**src/design/pipm_pkg.sv**
```systemverilog
// Shared constants and types for the perspective inverse pixel map.
package pipm_pkg;

	localparam int COEF_W  = 48;
	localparam int COL_W   = 12;
	localparam int ROW_W   = 11;
	localparam int CFG_A_W = 3;

	localparam int DEF_VIRT_WIDTH  = 4096;
	localparam int DEF_VIRT_HEIGHT = 2048;
	localparam int DEF_SRC_WIDTH   = 4096;
	localparam int DEF_SRC_HEIGHT  = 2048;

	// product of a coefficient and a zero-extended 12-bit coordinate
	localparam int PROD_W = COEF_W + COL_W + 1;
	// sum of three terms
	localparam int SUM_W  = PROD_W + 2;
	// magnitude of a sum
	localparam int MAG_W  = SUM_W;

	localparam logic signed [COEF_W-1:0] ONE_Q32 = 48'sh0001_0000_0000;

	typedef enum logic [CFG_A_W-1:0] {
		REG_NUM_U_BY_U  = 3'd0,
		REG_NUM_U_BY_V  = 3'd1,
		REG_NUM_U_CONST = 3'd2,
		REG_NUM_V_BY_U  = 3'd3,
		REG_NUM_V_BY_V  = 3'd4,
		REG_NUM_V_CONST = 3'd5,
		REG_DEN_BY_U    = 3'd6,
		REG_DEN_BY_V    = 3'd7
	} cfg_reg_t;

	typedef struct packed {
		logic valid;
		logic bad;
		logic neg_u;
		logic neg_v;
	} ctl_t;

endpackage

```
**src/design/pipm_div.sv**
```systemverilog
// Pipelined unsigned restoring divider with quotient overflow flag.
module pipm_div #(
	parameter int QB = 12
) (
	input  logic                          clk,
	input  logic                          en,
	input  logic [pipm_pkg::MAG_W-1:0]    num,
	input  logic [pipm_pkg::MAG_W-1:0]    den,
	output logic [QB-1:0]                 quo,
	output logic                          ovf
);
	import pipm_pkg::*;

	localparam int XW = MAG_W + QB;

	logic [MAG_W-1:0] rem_s [0:QB];
	logic [MAG_W-1:0] den_s [0:QB];
	logic [QB-1:0]    quo_s [0:QB];
	logic             ovf_s [0:QB];

	always_ff @(posedge clk) begin
		if (en) begin
			rem_s[0] <= num;
			den_s[0] <= den;
			quo_s[0] <= '0;
			ovf_s[0] <= {{QB{1'b0}}, num} >= ({{QB{1'b0}}, den} << QB);
		end
	end

	for (genvar i = 1; i <= QB; i++) begin : g_step
		logic [XW-1:0] trial;
		logic          take;
		assign trial = {{QB{1'b0}}, den_s[i-1]} << (QB - i);
		assign take  = {{QB{1'b0}}, rem_s[i-1]} >= trial;
		always_ff @(posedge clk) begin
			if (en) begin
				rem_s[i] <= take ? MAG_W'({{QB{1'b0}}, rem_s[i-1]} - trial) : rem_s[i-1];
				den_s[i] <= den_s[i-1];
				quo_s[i] <= quo_s[i-1] | (take ? (QB'(1) << (QB - i)) : '0);
				ovf_s[i] <= ovf_s[i-1];
			end
		end
	end

	assign quo = quo_s[QB];
	assign ovf = ovf_s[QB];

endmodule

```
**config.mk**
```make
export PLATFORM = sky130hd
export DESIGN_NAME = pipm_div
export DESIGN_NICKNAME = d
export VERILOG_FILES = /design/src/design/pipm_pkg.sv /design/src/design/pipm_div.sv
export SDC_FILE = /design/constraint.sdc
export NUM_CORES = 2
export LEC_CHECK = 0
export ABC_CLOCK_PERIOD_IN_PS = 5100
export BUFFER_PORTS_ARGS = -buffer_cell sky130_fd_sc_hd__buf_4
export CAP_MARGIN = 25
export CORE_MARGIN = 2
export CORE_UTILIZATION = 55
export CTS_BUF_LIST = sky130_fd_sc_hd__clkbuf_8
export CTS_CLUSTER_SIZE = 25
export DETAILED_ROUTE_END_ITERATION = 12
export PLACE_DENSITY = 0.7
export SYNTH_ARGS = -nofsm -noshare
export SYNTH_HDL_FRONTEND = slang
export SYNTH_SLANG_ARGS = --single-unit
```
**constraint.sdc**
```tcl
create_clock -name clk -period 5.1 [get_ports clk]
set_input_delay 0.765 -clock clk [delete_from_list [all_inputs] [get_ports clk]]
set_output_delay 0.765 -clock clk [all_outputs]
set_load 0.05 [all_outputs]
```
==> metrics.md <==
| Metric | Value |
|---|---|
| Most frequent cell on the critical path | `sky130_fd_sc_hd__o31ai_1` |
| Worst Hold Class | `in2reg` |
| Total area of multi-input combinational cells | `about 43000 sq um` |
| Required time of the worst setup path | `5.85 ns` |
| Run status | `finished clean` |
| Routed WL per cell | `19.4 microns` |
| Total grt overflow | `0` |
| Horizontal die dimension | `422 microns` |
| Part of the Yosys area used for sequential elements | `50.0%` |
| Insertion delay of the later-clocked pin in the worst-skew pair | `1.05 ns` |
| Clk_skew | `~0.056 ns` |
| Number of top-level design ports | `141` |
| Total length of routed wires | `232000 microns` |
| Final Cycle Share | `93.9%` |
| CORE AREA | `about 170000 sq um` |
| Half-perimeter wire length of the detailed placement result | `179000 microns` |
| Biggest fanout along the worst timing path | `55` |
| Critical Path Start Type | `flop` |
| Crit end category | `flop` |
| Number of hold-slack violations in the final timing report | `0` |
| Reg area | `slightly below 50000 sq um` |
| Slowest Stage Delay on Critical Path | `0.69 ns` |
| Overall via count from detail_route | `about 70000` |
| Number of different library cells in the post-synthesis netlist | `96` |
| Last weighted congestion value of the routability-driven placer | `0.993` |
| CP cell instances | `ha_1 > nor2b_1 > o31ai_1 > a21boi_0 > o41ai_1 > o21ai_0 > nand4_1 > o2bb2ai_1 > o31ai_1 > nand3_1 > a21o_2 > buf_12 > mux2_2` |
| Combined global-route utilization of all metal layers | `25.8%` |
| Final critical delay including setup and external delays | `roughly 4.8 ns` |
| Post-Route Hold Slack | `approximately 0.29 ns` |
| Count of buffer and inverter cells on the critical path | `1` |
| Post-route ant nets | `0` |
| CTS Root Buffer Type | `sky130_fd_sc_hd__clkbuf_8` |
| Post-cts gate resize count | `0` |
| Largest net degree at the start of global routing | `159` |
| Cells after synthesis | `9106` |
| Total power after layout | `34.2 mW` |
| Unrepaired setup endpoints after global routing | `no` |
| Number of warnings printed during yosys synthesis | `0` |
| Setup TNS | `0 ns` |
| First-pass iteration count of the detailed router | `6` |
| Die Outline Area | `178000 sq um` |
| Portion of synthesized cell area occupied by the leading cell type | `50.0%` |
| Number of slew-limit violations in the final report | `0` |
| Net count of the mapped netlist | `9986` |
| Clock tree buffer depth | `4` |
| NumNets Final | `10300` |
| Clock-pin slew on the worst setup and hold paths | `about 0.060 ns` |
| Number of design rule violations left after detail routing | `0` |
| Layout overhead on the synthesized area | `10.6%` |
| Maximum resistive drop on vdd | `between 0.2 and 0.3 mV` |
| Mapped cell area | `slightly below 100000 sq um` |
| Asr flop ratio synth | `0%` |
| # clock sinks | `between 1500 and 2000` |
| Max-cap violations | `0` |
| Path type of the worst setup path | `reg2reg` |
| Via count normalized by instance count | `between 5 and 6` |
| Setup violations, final | `0` |
| Slew at the pin closest to its max-slew limit | `just over 1 ns` |
| Vias in the first global route | `around 69000` |
| Number of storage elements in the synthesis netlist | `about 1600` |
| Dominant cells by area after synthesis | `sky130_fd_sc_hd__edfxtp_1 (50%), sky130_fd_sc_hd__ha_1 (9.6%), sky130_fd_sc_hd__a21oi_1 (4.2%)` |
| Layout cells sized above 1 | `9.62%` |
| Cell family with most CP delay | `compound AO/OA/AOI/OAI gates` |
| Die span in y | `422 microns` |
| Number of filler instances in the final layout | `roughly 14000` |
| Post-synthesis average cell area | `10.6 sq um` |
| Post-Place Cell Area | `100000 sq um` |
| Starting Density | `55.4%` |
| Reported leakage power | `44.7 nW` |
| Input/output buffers | `140` |
| CTS tree | `done` |
| Critical-path cell with the highest stage delay | `sky130_fd_sc_hd__o41ai_1` |
| First-pass GRT wire length | `366000 microns` |
| Synth area leader | `sky130_fd_sc_hd__edfxtp_1` |
| Number of standard-cell rows in the floorplan | `153` |
| Final instance area | `roughly 110000 sq um` |
| Max-slew headroom | `30.8%` |
| Antenna violations before repair | `2` |
| H-tree levels | `5` |
| Top flip-flop cell by instance count after synthesis | `sky130_fd_sc_hd__edfxtp_1` |
| Inserted Clock Buffers | `slightly below 300` |
| Power density normalized to cell area | `322 nW/um^2` |
| Data arrival at the endpoint of the critical path | `5.54 ns` |
| Number of enable-type register cells in the synthesized netlist | `1603` |
| DRT iter0 DRCs | `4729` |
| Maximum clock rate | `0.209 GHz` |
[Yosys cell counts, drive strengths merged (15+ instances only)]
cell and n:
a211o 20, a211oi 47, a21boi 34, a21o 349, a21oi 818, a221o 17, a221oi 18, a31o 20
a31oi 81, a41oi 24, and2 35, and3 59, and4 23, buf 79, clkbuf 271, edfxtp 1603
ha 741, inv 923, mux2 236, nand2 801, nand2b 68, nand3 121, nand4 212, nor2 398
nor2b 89, nor3 93, nor4 53, o211ai 39, o21a 70, o21ai 737, o21bai 123, o31a 15
o31ai 44, o41ai 17, or2 19, or3 23, xnor2 348, xor2 233
[what timing repair did]
| item | 4_1_cts | 5_1_grt |
|---|---|---|
| hold buffers | 126 | 0 |
| endpoints found under the hold margin | 126 | 0 |
| setup buffers | 0 | 0 |
[metal layers]
| metal | up-vias | track usage, % | routed length [microns] |
|---|---|---|---|
| met5 | - | 0 | 0 |
| met4 | 0 | 15.1 | 15000 |
| met3 | 673 | 3.38 | 8790 |
| met2 | 1897 | 45.7 | 114000 |
| met1 | 32200 | 29.8 | 93600 |
| li1 | 34000 | - | - |
[state kept, by name (all words and copies together), names as in the netlist]
| register | count |
|---|---|
| den_s | 756 |
| rem_s | 756 |
| ovf_s | 13 |
| quo_s | 78 |
[final cells by class]
class / instances / share of cell area, %
multi-input cells: 6230 / 40.6
clock buffers: 298 / 3.85
well taps: 2325 / 2.73
flip-flops and latches: 1603 / 45.2
repair buffers: 391 / 3.29
diodes: 6 / 0.0141
clock inverters: 176 / 0.972
inverters: 923 / 3.26
[placed cells by master, fill, tap and decap left out, drive strengths merged, types with 18 or more instances in the layout]
| master | synthesis | routed |
|---|---|---|
| edfxtp | 1603 | 1603 |
| inv | 923 | 993 |
| a21oi | 818 | 818 |
| nand2 | 801 | 801 |
| ha | 741 | 741 |
| o21ai | 737 | 737 |
| nor2 | 398 | 398 |
| a21o | 349 | 349 |
| xnor2 | 348 | 348 |
| clkbuf | 271 | 299 |
| buf | 79 | 264 |
| mux2 | 236 | 236 |
| xor2 | 233 | 233 |
| nand4 | 212 | 212 |
| dlygate4sd3 | 0 | 126 |
| o21bai | 123 | 123 |
| nand3 | 121 | 121 |
| nor3 | 93 | 93 |
| nor2b | 89 | 89 |
| clkinv | 0 | 82 |
| a31oi | 81 | 81 |
| o21a | 70 | 70 |
| nand2b | 68 | 68 |
| and3 | 59 | 59 |
| nor4 | 53 | 53 |
| a211oi | 47 | 47 |
| o31ai | 44 | 44 |
| o211ai | 39 | 39 |
| and2 | 35 | 35 |
| a21boi | 34 | 34 |
| a41oi | 24 | 24 |
| and4 | 23 | 23 |
| or3 | 23 | 23 |
| a211o | 20 | 20 |
| a31o | 20 | 20 |
| or2 | 19 | 19 |
| a221oi | 18 | 18 |
[metrics by stage]
stage / utilization (%) / instances / setup WS [ns]
after floorplan: - / 9106 / 1.45
after global placement: 57.5 / 11300 / -0.541
after detailed placement: 57.5 / 11300 / 0.207
after CTS: 61.2 / 11900 / 0.184
after global routing: 61.2 / 12000 / 0.172
final: 61.2 / 12000 / 0.309
[report_power, final]
group	switching, mW	internal (mW)	total [mW]
Clock	5.05	5.93	11.0
Combinational	4.26	2.90	7.16
Sequential	0.525	15.6	16.1
[final timing paths]
check	start	end	slack, ns	depth (start not counted)
setup / recovery	rem_s[2][10]	rem_s[3][25]	0.31	13
hold / removal	en	ovf_s[0][1]	0.29	1
setup reg to reg	rem_s[2][10]	rem_s[3][25]	0.31	13
hold reg to reg	quo_s[1][40]	quo_s[1][52]	0.40	0
[cells by family after synthesis]
| family | count (synthesis) | share of synthesized area (%) |
|---|---|---|
| simple gates | 2047 | 10.1 |
| flops | 1603 | 50.0 |
| fa+ha+maj | 752 | 9.86 |
| compound gates | 2606 | 16.8 |
| xor+xnor | 581 | 5.29 |
| buf+inv | 1273 | 5.15 |
| mux | 244 | 2.84 |
[worst reg2reg max path, delay by kind of cell (launching register included)]
kind,cells,cell delay (ns)
adders and majority gates,1,0.34
buffers and inverters,1,0.28
DFF,1,0.46
and+or+nand+nor,3,0.53
muxes,1,0.43
AOI/OAI and AO/OA,7,2.47
Note: power is estimated with default switching activity, not from simulation.
